<file path="config.mk">
export PLATFORM = sky130hd
export DESIGN_NAME = rgb_to_terminal_color_code_top
export DESIGN_NICKNAME = d
export VERILOG_FILES = /design/src/hdl/rgbtc_pkg.sv /design/src/hdl/rgbtc_q16.sv /design/src/hdl/rgbtc_q256.sv /design/src/hdl/rgb_to_terminal_color_code_top.sv
export SDC_FILE = /design/constraint.sdc
export NUM_CORES = 2
export LEC_CHECK = 0
export BUFFER_PORTS_ARGS = -buffer_cell sky130_fd_sc_hd__buf_2
export CAP_MARGIN = 20
export CORE_MARGIN = 4
export CORE_UTILIZATION = 50
export CTS_BUF_LIST = sky130_fd_sc_hd__clkbuf_4 sky130_fd_sc_hd__clkbuf_8 sky130_fd_sc_hd__clkbuf_16
export DETAILED_ROUTE_END_ITERATION = 12
export PLACE_DENSITY = 0.65
export SETUP_SLACK_MARGIN = 0.05
export SYNTH_ARGS = -nofsm -noshare
export SYNTH_HDL_FRONTEND = slang
export SYNTH_HIERARCHICAL = 1
export SYNTH_SLANG_ARGS = --single-unit
</file>
<file path="constraint.sdc">
create_clock -name clk_i -period 23.7 [get_ports clk_i]
set_input_delay 0 -clock clk_i [delete_from_list [all_inputs] [get_ports clk_i]]
set_output_delay 0 -clock clk_i [all_outputs]
set_load 0.1 [all_outputs]
</file>
<file path="src/hdl/rgbtc_pkg.sv">
`timescale 1ns / 1ps

package rgbtc_pkg;

  typedef enum logic [1:0] {
    MODE_OFF  = 2'd0,
    MODE_16   = 2'd1,
    MODE_256  = 2'd2,
    MODE_TRUE = 2'd3
  } color_mode_e;

  typedef enum logic [1:0] {
    FORM_NONE    = 2'd0,
    FORM_DIRECT  = 2'd1,
    FORM_PALETTE = 2'd2,
    FORM_TRUE    = 2'd3
  } form_e;

  // target codes, values 2 and 3 behave as underline
  localparam logic [1:0] TGT_FG = 2'd0;
  localparam logic [1:0] TGT_BG = 2'd1;

  typedef struct packed {
    logic       is_named;
    logic [3:0] named_index;
    logic [7:0] red;
    logic [7:0] green;
    logic [7:0] blue;
    logic [1:0] target;
  } in_item_t;

  typedef struct packed {
    logic       emit;
    form_e      form;
    logic [6:0] sgr_code;
    logic [7:0] palette_index;
    logic [7:0] out_red;
    logic [7:0] out_green;
    logic [7:0] out_blue;
  } out_item_t;

  // load enables of the five pipeline stages
  typedef struct packed {
    logic s1;
    logic s2;
    logic s3;
    logic s4;
    logic s5;
  } pipe_ld_t;

  localparam logic [6:0] SGR_FG_BASE = 7'd30;
  localparam logic [6:0] SGR_BG_BASE = 7'd40;
  localparam logic [6:0] SGR_BRIGHT  = 7'd60;
  localparam logic [6:0] SGR_EXT_FG  = 7'd38;
  localparam logic [6:0] SGR_EXT_BG  = 7'd48;
  localparam logic [6:0] SGR_EXT_UL  = 7'd58;
  localparam logic [6:0] SGR_DIRECT_MAX = 7'd107;

  localparam logic [7:0] CUBE_BASE = 8'd16;
  localparam logic [7:0] GRAY_BASE = 8'd232;
  localparam logic [7:0] GRAY_OFS  = 8'd3;
  localparam logic [7:0] GRAY_FIRST = 8'd8;
  localparam logic [4:0] GRAY_MAX_STEP = 5'd23;

  // floor(x/3) = (x*683) >> 11 for x below 2048
  localparam logic [9:0] AVG_RECIP = 10'd683;
  // floor(x/10) = (x*205) >> 11 for x below 256
  localparam logic [7:0] STEP_RECIP = 8'd205;
  localparam int RECIP_SHIFT = 11;

  // distinct channel values of the sixteen reference colors
  localparam int Q16_NLVL = 7;
  localparam logic [7:0] Q16_LEVEL [Q16_NLVL] = '{
    8'd0, 8'd92, 8'd127, 8'd205, 8'd229, 8'd238, 8'd255
  };

  // per reference color: level index of red, green, blue
  localparam logic [2:0] Q16_MAP [16][3] = '{
    '{3'd0, 3'd0, 3'd0}, '{3'd3, 3'd0, 3'd0}, '{3'd0, 3'd3, 3'd0}, '{3'd3, 3'd3, 3'd0},
    '{3'd0, 3'd0, 3'd5}, '{3'd3, 3'd0, 3'd3}, '{3'd0, 3'd3, 3'd3}, '{3'd4, 3'd4, 3'd4},
    '{3'd2, 3'd2, 3'd2}, '{3'd6, 3'd0, 3'd0}, '{3'd0, 3'd6, 3'd0}, '{3'd6, 3'd6, 3'd0},
    '{3'd1, 3'd1, 3'd6}, '{3'd6, 3'd0, 3'd6}, '{3'd0, 3'd6, 3'd6}, '{3'd6, 3'd6, 3'd6}
  };

  function automatic logic [7:0] abs_diff(input logic [7:0] a, input logic [7:0] b);
    return (a > b) ? (a - b) : (b - a);
  endfunction

  function automatic logic [15:0] square8(input logic [7:0] d);
    return 16'(d) * 16'(d);
  endfunction

  // cube level by midpoint thresholds
  function automatic logic [2:0] cube_level_of(input logic [7:0] v);
    logic [2:0] lv;
    lv = 3'd0;
    if (v >= 8'd48)  lv = 3'd1;
    if (v >= 8'd115) lv = 3'd2;
    if (v >= 8'd155) lv = 3'd3;
    if (v >= 8'd195) lv = 3'd4;
    if (v >= 8'd235) lv = 3'd5;
    return lv;
  endfunction

  function automatic logic [7:0] cube_value(input logic [2:0] lv);
    logic [7:0] v;
    case (lv)
      3'd0:    v = 8'd0;
      3'd1:    v = 8'd95;
      3'd2:    v = 8'd135;
      3'd3:    v = 8'd175;
      3'd4:    v = 8'd215;
      default: v = 8'd255;
    endcase
    return v;
  endfunction

  function automatic logic [6:0] direct_code(input logic [3:0] idx, input logic [1:0] tgt);
    logic [6:0] code;
    code = (tgt == TGT_BG) ? SGR_BG_BASE : SGR_FG_BASE;
    if (idx[3]) code = code + SGR_BRIGHT;
    return code + {4'd0, idx[2:0]};
  endfunction

endpackage

</file>
<file path="src/hdl/rgbtc_q16.sv">
`timescale 1ns / 1ps

module rgbtc_q16 import rgbtc_pkg::*; (
  input  logic       clk_i,
  input  pipe_ld_t   ld_i,
  input  logic [7:0] red_i,
  input  logic [7:0] green_i,
  input  logic [7:0] blue_i,
  output logic [3:0] idx_o
);

  logic [7:0]  chan [3];
  logic [15:0] sq_d [3][Q16_NLVL];
  logic [15:0] sq_q [3][Q16_NLVL];
  logic [17:0] dist_d [16];
  logic [17:0] dist_q [16];
  logic [17:0] grp_dist_d [4];
  logic [3:0]  grp_idx_d [4];
  logic [17:0] grp_dist_q [4];
  logic [3:0]  grp_idx_q [4];
  logic [17:0] pair_dist_d [2];
  logic [3:0]  pair_idx_d [2];
  logic [17:0] pair_dist_q [2];
  logic [3:0]  pair_idx_q [2];
  logic [3:0]  idx_d;
  logic [3:0]  idx_q;

  assign chan[0] = red_i;
  assign chan[1] = green_i;
  assign chan[2] = blue_i;

  // stage 1: squared distance of each channel to each distinct level
  always_comb begin
    for (int c = 0; c < 3; c++) begin
      for (int l = 0; l < Q16_NLVL; l++) begin
        sq_d[c][l] = square8(abs_diff(chan[c], Q16_LEVEL[l]));
      end
    end
  end

  // stage 2: distance to every reference color
  always_comb begin
    for (int i = 0; i < 16; i++) begin
      dist_d[i] = 18'(sq_q[0][Q16_MAP[i][0]]) + 18'(sq_q[1][Q16_MAP[i][1]])
                + 18'(sq_q[2][Q16_MAP[i][2]]);
    end
  end

  // stage 3: best of each group of four, lower index kept on ties
  always_comb begin
    for (int g = 0; g < 4; g++) begin
      grp_dist_d[g] = dist_q[4*g];
      grp_idx_d[g]  = 4'(4*g);
      for (int k = 1; k < 4; k++) begin
        if (dist_q[4*g+k] < grp_dist_d[g]) begin
          grp_dist_d[g] = dist_q[4*g+k];
          grp_idx_d[g]  = 4'(4*g+k);
        end
      end
    end
  end

  // stage 4: best of each pair of groups
  always_comb begin
    for (int p = 0; p < 2; p++) begin
      if (grp_dist_q[2*p+1] < grp_dist_q[2*p]) begin
        pair_dist_d[p] = grp_dist_q[2*p+1];
        pair_idx_d[p]  = grp_idx_q[2*p+1];
      end else begin
        pair_dist_d[p] = grp_dist_q[2*p];
        pair_idx_d[p]  = grp_idx_q[2*p];
      end
    end
  end

  // stage 5: final pick
  assign idx_d = (pair_dist_q[1] < pair_dist_q[0]) ? pair_idx_q[1] : pair_idx_q[0];

  always_ff @(posedge clk_i) begin
    if (ld_i.s1) sq_q <= sq_d;
    if (ld_i.s2) dist_q <= dist_d;
    if (ld_i.s3) begin
      grp_dist_q <= grp_dist_d;
      grp_idx_q  <= grp_idx_d;
    end
    if (ld_i.s4) begin
      pair_dist_q <= pair_dist_d;
      pair_idx_q  <= pair_idx_d;
    end
    if (ld_i.s5) idx_q <= idx_d;
  end

  assign idx_o = idx_q;

endmodule

</file>
<file path="src/hdl/rgbtc_q256.sv">
`timescale 1ns / 1ps

module rgbtc_q256 import rgbtc_pkg::*; (
  input  logic       clk_i,
  input  pipe_ld_t   ld_i,
  input  logic [7:0] red_i,
  input  logic [7:0] green_i,
  input  logic [7:0] blue_i,
  output logic [7:0] idx_o
);

  logic [7:0]  rgb_in [3];
  logic [7:0]  rgb1_q [3];
  logic [7:0]  rgb2_q [3];
  logic [7:0]  rgb3_q [3];
  logic [2:0]  lvl_d  [3];
  logic [2:0]  lvl1_q [3];
  logic [2:0]  lvl2_q [3];
  logic [2:0]  lvl3_q [3];
  logic [9:0]  sum_d, sum1_q;
  logic [15:0] csq_d [3];
  logic [15:0] csq2_q [3];
  logic [19:0] avg_prod;
  logic [7:0]  avg_d, avg2_q;
  logic [17:0] cdist_d, cdist3_q, cdist4_q;
  logic [7:0]  avg_ofs;
  logic [15:0] step_prod;
  logic [4:0]  step_raw;
  logic [4:0]  step_d, step3_q, step4_q;
  logic [7:0]  gray_val;
  logic [15:0] gsq_d [3];
  logic [15:0] gsq4_q [3];
  logic [7:0]  cidx_d, cidx4_q;
  logic [17:0] gdist;
  logic [7:0]  idx_d, idx_q;

  assign rgb_in[0] = red_i;
  assign rgb_in[1] = green_i;
  assign rgb_in[2] = blue_i;

  // stage 1: cube levels and channel sum
  always_comb begin
    for (int c = 0; c < 3; c++) lvl_d[c] = cube_level_of(rgb_in[c]);
    sum_d = 10'(red_i) + 10'(green_i) + 10'(blue_i);
  end

  // stage 2: cube squares, average by reciprocal
  always_comb begin
    for (int c = 0; c < 3; c++) csq_d[c] = square8(abs_diff(rgb1_q[c], cube_value(lvl1_q[c])));
    avg_prod = 20'(sum1_q) * 20'(AVG_RECIP);
    avg_d    = avg_prod[RECIP_SHIFT +: 8];
  end

  // stage 3: cube distance, gray step clamped to the ramp
  always_comb begin
    cdist_d   = 18'(csq2_q[0]) + 18'(csq2_q[1]) + 18'(csq2_q[2]);
    avg_ofs   = avg2_q - GRAY_OFS;
    step_prod = 16'(avg_ofs) * 16'(STEP_RECIP);
    step_raw  = step_prod[RECIP_SHIFT +: 5];
    if (avg2_q < GRAY_OFS) begin
      step_d = 5'd0;
    end else if (step_raw > GRAY_MAX_STEP) begin
      step_d = GRAY_MAX_STEP;
    end else begin
      step_d = step_raw;
    end
  end

  // stage 4: gray squares and cube palette index
  always_comb begin
    gray_val = GRAY_FIRST + (8'(step3_q) << 3) + (8'(step3_q) << 1);
    for (int c = 0; c < 3; c++) gsq_d[c] = square8(abs_diff(rgb3_q[c], gray_val));
    cidx_d = CUBE_BASE + (8'(lvl3_q[0]) << 5) + (8'(lvl3_q[0]) << 2)
           + (8'(lvl3_q[1]) << 2) + (8'(lvl3_q[1]) << 1) + 8'(lvl3_q[2]);
  end

  // stage 5: gray only when strictly nearer
  always_comb begin
    gdist = 18'(gsq4_q[0]) + 18'(gsq4_q[1]) + 18'(gsq4_q[2]);
    idx_d = (gdist < cdist4_q) ? (GRAY_BASE + 8'(step4_q)) : cidx4_q;
  end

  always_ff @(posedge clk_i) begin
    if (ld_i.s1) begin
      rgb1_q <= rgb_in;
      lvl1_q <= lvl_d;
      sum1_q <= sum_d;
    end
    if (ld_i.s2) begin
      rgb2_q <= rgb1_q;
      lvl2_q <= lvl1_q;
      csq2_q <= csq_d;
      avg2_q <= avg_d;
    end
    if (ld_i.s3) begin
      rgb3_q   <= rgb2_q;
      lvl3_q   <= lvl2_q;
      cdist3_q <= cdist_d;
      step3_q  <= step_d;
    end
    if (ld_i.s4) begin
      gsq4_q   <= gsq_d;
      cidx4_q  <= cidx_d;
      cdist4_q <= cdist3_q;
      step4_q  <= step3_q;
    end
    if (ld_i.s5) begin
      idx_q <= idx_d;
    end
  end

  assign idx_o = idx_q;

endmodule

</file>
<file path="src/hdl/rgb_to_terminal_color_code_top.sv">
`timescale 1ns / 1ps

// Terminal color code generator. Each transfer on the input carries either a
// named 16-color index or an RGB triple plus a target (foreground, background,
// underline); each produces exactly one result transfer holding the color
// selection code for the mode in the color_mode register (off, 16 colors,
// 256-entry palette, truecolor). The datapath is a five-stage pipeline
// followed by the output register: one item is taken every cycle unless
// in_stall_o is raised. The 16-color search (squared distance to sixteen
// reference colors) and the palette search (color cube against gray ramp)
// run side by side in that pipeline. A stall on the output holds the output
// register and backs up stage by stage; empty stages keep filling, so the
// input stays open until the pipeline is full. Write color_mode only while
// no transfer is in flight.
module rgb_to_terminal_color_code_top import rgbtc_pkg::*; (
  input  logic       clk_i,
  input  logic       rst_ni,
  input  logic       cfg_we_i,
  input  logic [1:0] cfg_data_i,
  input  logic       in_valid_i,
  output logic       in_stall_o,
  input  in_item_t   in_data_i,
  output logic       out_valid_o,
  input  logic       out_stall_i,
  output out_item_t  out_data_o
);

  color_mode_e mode_q;

  // stage valid bits and the item carried alongside the search units
  logic [4:0] v_q;
  in_item_t   it_q [5];

  logic       out_v_q;
  out_item_t  out_q;
  out_item_t  out_d;

  logic       ld_out;
  pipe_ld_t   ld;

  logic [3:0] idx16;
  logic [7:0] idx256;

  logic       under;
  logic [6:0] ext_code;
  in_item_t   last;

  // mode register
  always_ff @(posedge clk_i or negedge rst_ni) begin
    if (!rst_ni) begin
      mode_q <= MODE_OFF;
    end else if (cfg_we_i) begin
      mode_q <= color_mode_e'(cfg_data_i);
    end
  end

  // a stage loads when it is empty or its content moves on
  assign ld_out = !out_v_q || !out_stall_i;
  assign ld.s5  = !v_q[4] || ld_out;
  assign ld.s4  = !v_q[3] || ld.s5;
  assign ld.s3  = !v_q[2] || ld.s4;
  assign ld.s2  = !v_q[1] || ld.s3;
  assign ld.s1  = !v_q[0] || ld.s2;

  assign in_stall_o = !ld.s1;

  always_ff @(posedge clk_i or negedge rst_ni) begin
    if (!rst_ni) begin
      v_q     <= '0;
      out_v_q <= 1'b0;
    end else begin
      if (ld.s1)  v_q[0]  <= in_valid_i;
      if (ld.s2)  v_q[1]  <= v_q[0];
      if (ld.s3)  v_q[2]  <= v_q[1];
      if (ld.s4)  v_q[3]  <= v_q[2];
      if (ld.s5)  v_q[4]  <= v_q[3];
      if (ld_out) out_v_q <= v_q[4];
    end
  end

  // item payload follows the valid bits
  always_ff @(posedge clk_i) begin
    if (ld.s1)  it_q[0] <= in_data_i;
    if (ld.s2)  it_q[1] <= it_q[0];
    if (ld.s3)  it_q[2] <= it_q[1];
    if (ld.s4)  it_q[3] <= it_q[2];
    if (ld.s5)  it_q[4] <= it_q[3];
    if (ld_out) out_q   <= out_d;
  end

  // nearest of the sixteen reference colors
  rgbtc_q16 u_q16 (
    .clk_i   (clk_i),
    .ld_i    (ld),
    .red_i   (in_data_i.red),
    .green_i (in_data_i.green),
    .blue_i  (in_data_i.blue),
    .idx_o   (idx16)
  );

  // palette index: color cube or gray ramp
  rgbtc_q256 u_q256 (
    .clk_i   (clk_i),
    .ld_i    (ld),
    .red_i   (in_data_i.red),
    .green_i (in_data_i.green),
    .blue_i  (in_data_i.blue),
    .idx_o   (idx256)
  );

  // result formatting from the item leaving stage 5
  assign last  = it_q[4];
  assign under = last.target[1];

  always_comb begin
    if (under) begin
      ext_code = SGR_EXT_UL;
    end else if (last.target == TGT_BG) begin
      ext_code = SGR_EXT_BG;
    end else begin
      ext_code = SGR_EXT_FG;
    end
  end

  always_comb begin
    out_d = '0;
    if (!(mode_q == MODE_OFF || (under && mode_q == MODE_16))) begin
      out_d.emit = 1'b1;
      if (last.is_named) begin
        if (under) begin
          out_d.form          = FORM_PALETTE;
          out_d.sgr_code      = SGR_EXT_UL;
          out_d.palette_index = {4'd0, last.named_index};
        end else begin
          out_d.form     = FORM_DIRECT;
          out_d.sgr_code = direct_code(last.named_index, last.target);
        end
      end else begin
        case (mode_q)
          MODE_TRUE: begin
            out_d.form      = FORM_TRUE;
            out_d.sgr_code  = ext_code;
            out_d.out_red   = last.red;
            out_d.out_green = last.green;
            out_d.out_blue  = last.blue;
          end
          MODE_256: begin
            out_d.form          = FORM_PALETTE;
            out_d.sgr_code      = ext_code;
            out_d.palette_index = idx256;
          end
          MODE_16: begin
            out_d.form     = FORM_DIRECT;
            out_d.sgr_code = direct_code(idx16, last.target);
          end
          default: begin
            out_d = '0;
          end
        endcase
      end
    end
  end

  assign out_valid_o = out_v_q;
  assign out_data_o  = out_q;

  // a suppressed result carries all zero fields
  assert property (@(posedge clk_i) disable iff (!rst_ni)
    out_valid_o && !out_data_o.emit |-> out_data_o.form == FORM_NONE &&
      out_data_o.sgr_code == '0 && out_data_o.palette_index == '0 &&
      out_data_o.out_red == '0 && out_data_o.out_green == '0 && out_data_o.out_blue == '0)
    else $error("suppressed result has nonzero fields");

  // truecolor form only in truecolor mode
  assert property (@(posedge clk_i) disable iff (!rst_ni)
    out_valid_o && out_data_o.form == FORM_TRUE |-> mode_q == MODE_TRUE)
    else $error("truecolor form outside truecolor mode");

  // extended forms use an introducer code
  assert property (@(posedge clk_i) disable iff (!rst_ni)
    out_valid_o && (out_data_o.form == FORM_PALETTE || out_data_o.form == FORM_TRUE) |->
      out_data_o.sgr_code == SGR_EXT_FG || out_data_o.sgr_code == SGR_EXT_BG ||
      out_data_o.sgr_code == SGR_EXT_UL)
    else $error("extended form without introducer");

  // direct codes stay in the standard range
  assert property (@(posedge clk_i) disable iff (!rst_ni)
    out_valid_o && out_data_o.form == FORM_DIRECT |->
      out_data_o.sgr_code >= SGR_FG_BASE && out_data_o.sgr_code <= SGR_DIRECT_MAX)
    else $error("direct code out of range");

  // an accepted transfer lands in the first stage
  assert property (@(posedge clk_i) disable iff (!rst_ni)
    in_valid_i && !in_stall_o |=> v_q[0])
    else $error("accepted transfer lost at pipeline entry");

endmodule

</file>
Yosys cells after proc, flatten, opt, wreduce, memory -nomap -nowiden
Memory sizes are Yosys's and may differ from the RTL's.
Cells that the tools add are included.
- bits in registers: 1037
- latch bits: 0
- memory bits (writable): 155
- memory bits (read-only): 0
- output and inout bits: 44
- logic and storage cells: 415
- memories kept: 1
- add/sub/neg operators: 89
- multiply operators: 26
- divide/modulo/power cells: 0
- order comparisons: 57
- equal/unequal tests: 16
- shifts and indexed selects: 0
- muxes and demuxes: 94
- bitwise logic cells: 1
- reductions and logical operators: 30
- memory list (memory ; depth ; bits a word ; read ports ; clocked after memory_dff ; wr ports ; RTL line ; source):
    it_q ; 5 ; 31 ; 5 ; 0 ; 5 ; rgb_to_terminal_color_code_top.sv:32 ; in_item_t it_q [5];
- operators by type and width (kind ; count):
    $mul 8x8->16 ; 24
    $add 18x16->18 ; 18
    $lt 18x18->1 ; 16
    $mux 18 ; 14
    $mux 8 ; 26
    $add 16x16->17 ; 12
    $pmux 8 s5 ; 3
    $sub 8x8->8 ; 12
    $gt 8x8->1 const B ; 10
    $sub 8x8->8 const A ; 10
    $sub 8x8->8 const B ; 10
    $ge 8x8->1 const B ; 9
    $mux 7 ; 8
    $gt 8x8->1 ; 6
    $gt 8x7->1 const B ; 5
    $sub 7x8->8 const A ; 5
    $sub 8x7->8 const B ; 5
    $pmux 9 s3 ; 1
    $mux 1 ; 26
    $ge 8x6->1 const B ; 3
    $ge 8x7->1 const B ; 3
    $gt 8x1->1 const B ; 3
    $sub 1x8->8 const A ; 3
    $mul 10x10->19 const B ; 1
    other kinds (35) ; 80

Longest topological paths before layout
An unclocked memory read counts as a cell.
- depth after elaboration: 11
- gate-level depth with buffers: 35
- depth with buffers taken out: 34

Cells and area by module
Netlist, hierarchy kept.
- modules (own cells, without submodules) (module ; times used ; cells an instance ; area each (µm²) ; sequential area each (µm²)):
    rgbtc_q16 ; 1 ; 7050 ; 71571.1 ; 20149.3
    rgbtc_q256 ; 1 ; 2697 ; 27998.1 ; 8077.7
    rgb_to_terminal_color_code_top ; 1 ; 333 ; 6962.9 ; 6115.9

Worst setup path before layout
OpenSTA, ideal clock, no wires.
- kind: flip-flop to output port
- start point: register out_v_q, in the netlist out_valid_o
- end point: output in_stall_o
- data arrival time: 19.432 ns
- required time: 23.700 ns
- setup slack: 4.268 ns
- stages on the path, launching flop included: 5
- path buffers: 0
- cell sequence: dfrtp_1 > nand4_1 > nor2_1 > nand3_1 > inv_1
- RTL lines (what ; RTL line ; source):
    start: declaration ; rgb_to_terminal_color_code_top.sv:34 ; logic out_v_q;
    start signal: assignment ; rgb_to_terminal_color_code_top.sv:77 ; if (ld_out) out_v_q <= v_q[4];
    end: declaration ; rgb_to_terminal_color_code_top.sv:21 ; output logic in_stall_o,

==> run metrics <==
placed cell areas=around 110000 sq um; CTS sink cnt=1145; Fin Clk Skew=0.04270 ns; placed insts=12.93k; CP most frequent cell=inv_1; initial antenna violation count=20; Top FF cell, synth=edfxtp_1; First DRT Iteration DRCs=5137; outcome=finished, final reports clean; minimum clock period=8.953 ns; sequential fraction of the synthesis area=0.3224; layout cell share with drive strength beyond 1=0.05911; first-pass GRT wire length=~430000 um; Global Route met2 Usage=0.4223; gpl congestion=around 0.93; Fmax=111.7 MHz; crit end category=flip-flop; Crit path max-delay family=adder cells; worst hold-check path type=in2reg; met3 Use GR=0.03421; Root Driver=clkbuf_16; Final ANT Viol Nets=0; nets@finish=12.70k; Startpoint Class=flip-flop; Tot GR Track Use=0.2486; setup TNS=0 ns; most frequent cells in the layout=ha_1 (1613), inv_1 (1358), edfxtp_1 (1137), nor2_1 (1017), fa_1 (739); Worst-Skew Late Latency=0.81 ns; Ports=82; CTS tree=yes; yosys warns=6; Async SR Flop Fraction=0.006987; # Max-Cap Violations=0; Final setup viols=0; Die Y=around 470 um; Finished Layout Cells=13.25k; max incr delay on CP=0.56 ns; Starting Density=0.5023; Final Cycle Share=0.3778; area grow syn2layout=8.835%; Slew Viols, Final=0; Clk pin slew, worst setup/hold paths=about 0.06 ns; # rows=169; post-DR vias/cell=~5.6; GRT busiest layer=met2; Mapped Area=106500 sq um; Core Box Area=212100 sq um; Die Wd=469.6 um; routed length per instance=20.72 um; vias in the first global route=75.55k; data arrival time of the worst path=roughly 9.5 ns; hpwl dp=221400 um; Max FO, Critical Path=11; largest net degree at the start of global routing=around 160; Worst path slowest cell=edfxtp_1; # DRC=0; synth unique cells=between 100 and 150; Finished Cell Area=115900 sq um; Via Count=73.97k; Cells after Synth=10.08k; critical path type=reg2reg; H-Tree Depth=4; Slew headroom=0.2543; Seq cells post-synth=1145; RSZ-0062 raised after global routing=no; DR pass1 iterations=8; CTS Buf Count=138; Hold Vio Cnt, Final=0; grt ovf=0; GR met1 Demand/Resource=0.3247; number of flops mapped to enable cells by yosys=1137; mean post-synth cell area=10.57 sq um; commonest non-fill, non-tap cell in the layout=ha_1; die area=220500 sq um; Least-Margin Pin Slew=1.087 ns; Total Wirelength=274600 um; WP buf/inv=7; CTS Buffer Depth=3; Required @ worst endpoint=24.25 ns; PortBufs=81
==> cell type report <==
type | count | area, sq um
diodes | 8 | 20.02
clock inverters | 91 | 1124
inverters | 1376 | 5170
repair buffers | 210 | 1573
fillers | 18130 | 96140
flip-flops and latches | 1145 | 34340
clock buffers | 160 | 3636
multi-input cells | 7440 | 66550
well taps | 2821 | 3530
==> stage by stage <==
stage | hold WS [ns] | util | setup WS, ns
2_1_floorplan | -0.2956 | - | 4.268
3_3_place_gp | -0.1382 | 0.5211 | 14.76
3_5_place_dp | -0.1357 | 0.5213 | 14.74
4_1_cts | 0.07355 | 0.5461 | 14.71
5_1_grt | 0.1127 | 0.5466 | 14.29
6_report | 0.1695 | 0.5467 | 14.75
==> worst paths after layout <==
check	from	endpoint	slack, ns	depth (start not counted)
max	u_q256/step3_q[0]	u_q256/gsq4_q[15]	14.75	33
min	in_data_i[14]	u_q256/rgb1_q[12]	0.17	3
max reg2reg	u_q256/step3_q[0]	u_q256/gsq4_q[15]	14.75	33
min reg2reg	u_q256/rgb2_q[17]	u_q256/rgb3_q[17]	0.41	0
max in group asynchronous	rst_ni	v_q[0]	23.18	3
min in group asynchronous	rst_ni	mode_q[0]	0.20	3
==> registers in the layout, indices dropped and copies added, names as in the netlist, 36 cells and up <==
register,cells
u_q16/dist_q,286
u_q16/pair_dist_q,36
u_q256/csq2_q,45
u_q16/grp_dist_q,72
u_q256/gsq4_q,45
out_data_o,42
it_q,155
u_q16/sq_q,259
==> worst min-delay path: stages <==
cell	delay, ns
buf_2	0.10
buf_4	0.24
buf_4	0.33
==> Yosys cell counts (all sizes together) (93+ instances only) <==
| library cell | count | area [sq um] |
|---|---|---|
| a21o | 206 | 1546 |
| a21oi | 573 | 2879 |
| clkbuf | 126 | 473.0 |
| edfxtp | 1137 | 34140 |
| fa | 739 | 14790 |
| ha | 1613 | 20180 |
| inv | 1367 | 5131 |
| mux2 | 93 | 1055 |
| mux2i | 175 | 1752 |
| nand2 | 374 | 1404 |
| nand2b | 94 | 588.1 |
| nor2 | 1019 | 3849 |
| nor2b | 115 | 719.4 |
| nor3 | 230 | 1182 |
| o21a | 151 | 1134 |
| o21ai | 301 | 1518 |
| o21bai | 112 | 840.8 |
| xnor2 | 624 | 5488 |
| xor2 | 212 | 1864 |
==> logic make-up after synthesis <==
group | after synthesis | synth area share
adder cells (fa/ha/maj) | 2352 | 0.3283
AND/OR/NAND/NOR | 2256 | 0.09727
AO/OA/AOI/OAI | 1675 | 0.1013
buffers and inverters | 1544 | 0.05526
flip-flops | 1145 | 0.3224
XOR/XNOR | 836 | 0.06901
multiplexers | 268 | 0.02634
other | 4 | 0.0001409
==> per-layer routing <==
metal  share of wire  vias to the layer above
met3           0.056                      516
met2            0.48                     2015
met4           0.041                        0
met1            0.43                    36250
met5               0                        -
li1                -                    35190
==> what timing repair did <==
action / 4_1_cts / 5_1_grt
setup endpoints to repair: 0 / 0
gates resized for setup: 0 / 0
setup buffers: 0 / 0
endpoints found under the hold margin: 82 / 0
hold buffers: 51 / 0
Power is left out: the tool's default activity adds up to more than one toggle a clock period on the data nets, which glitch-free logic cannot reach.
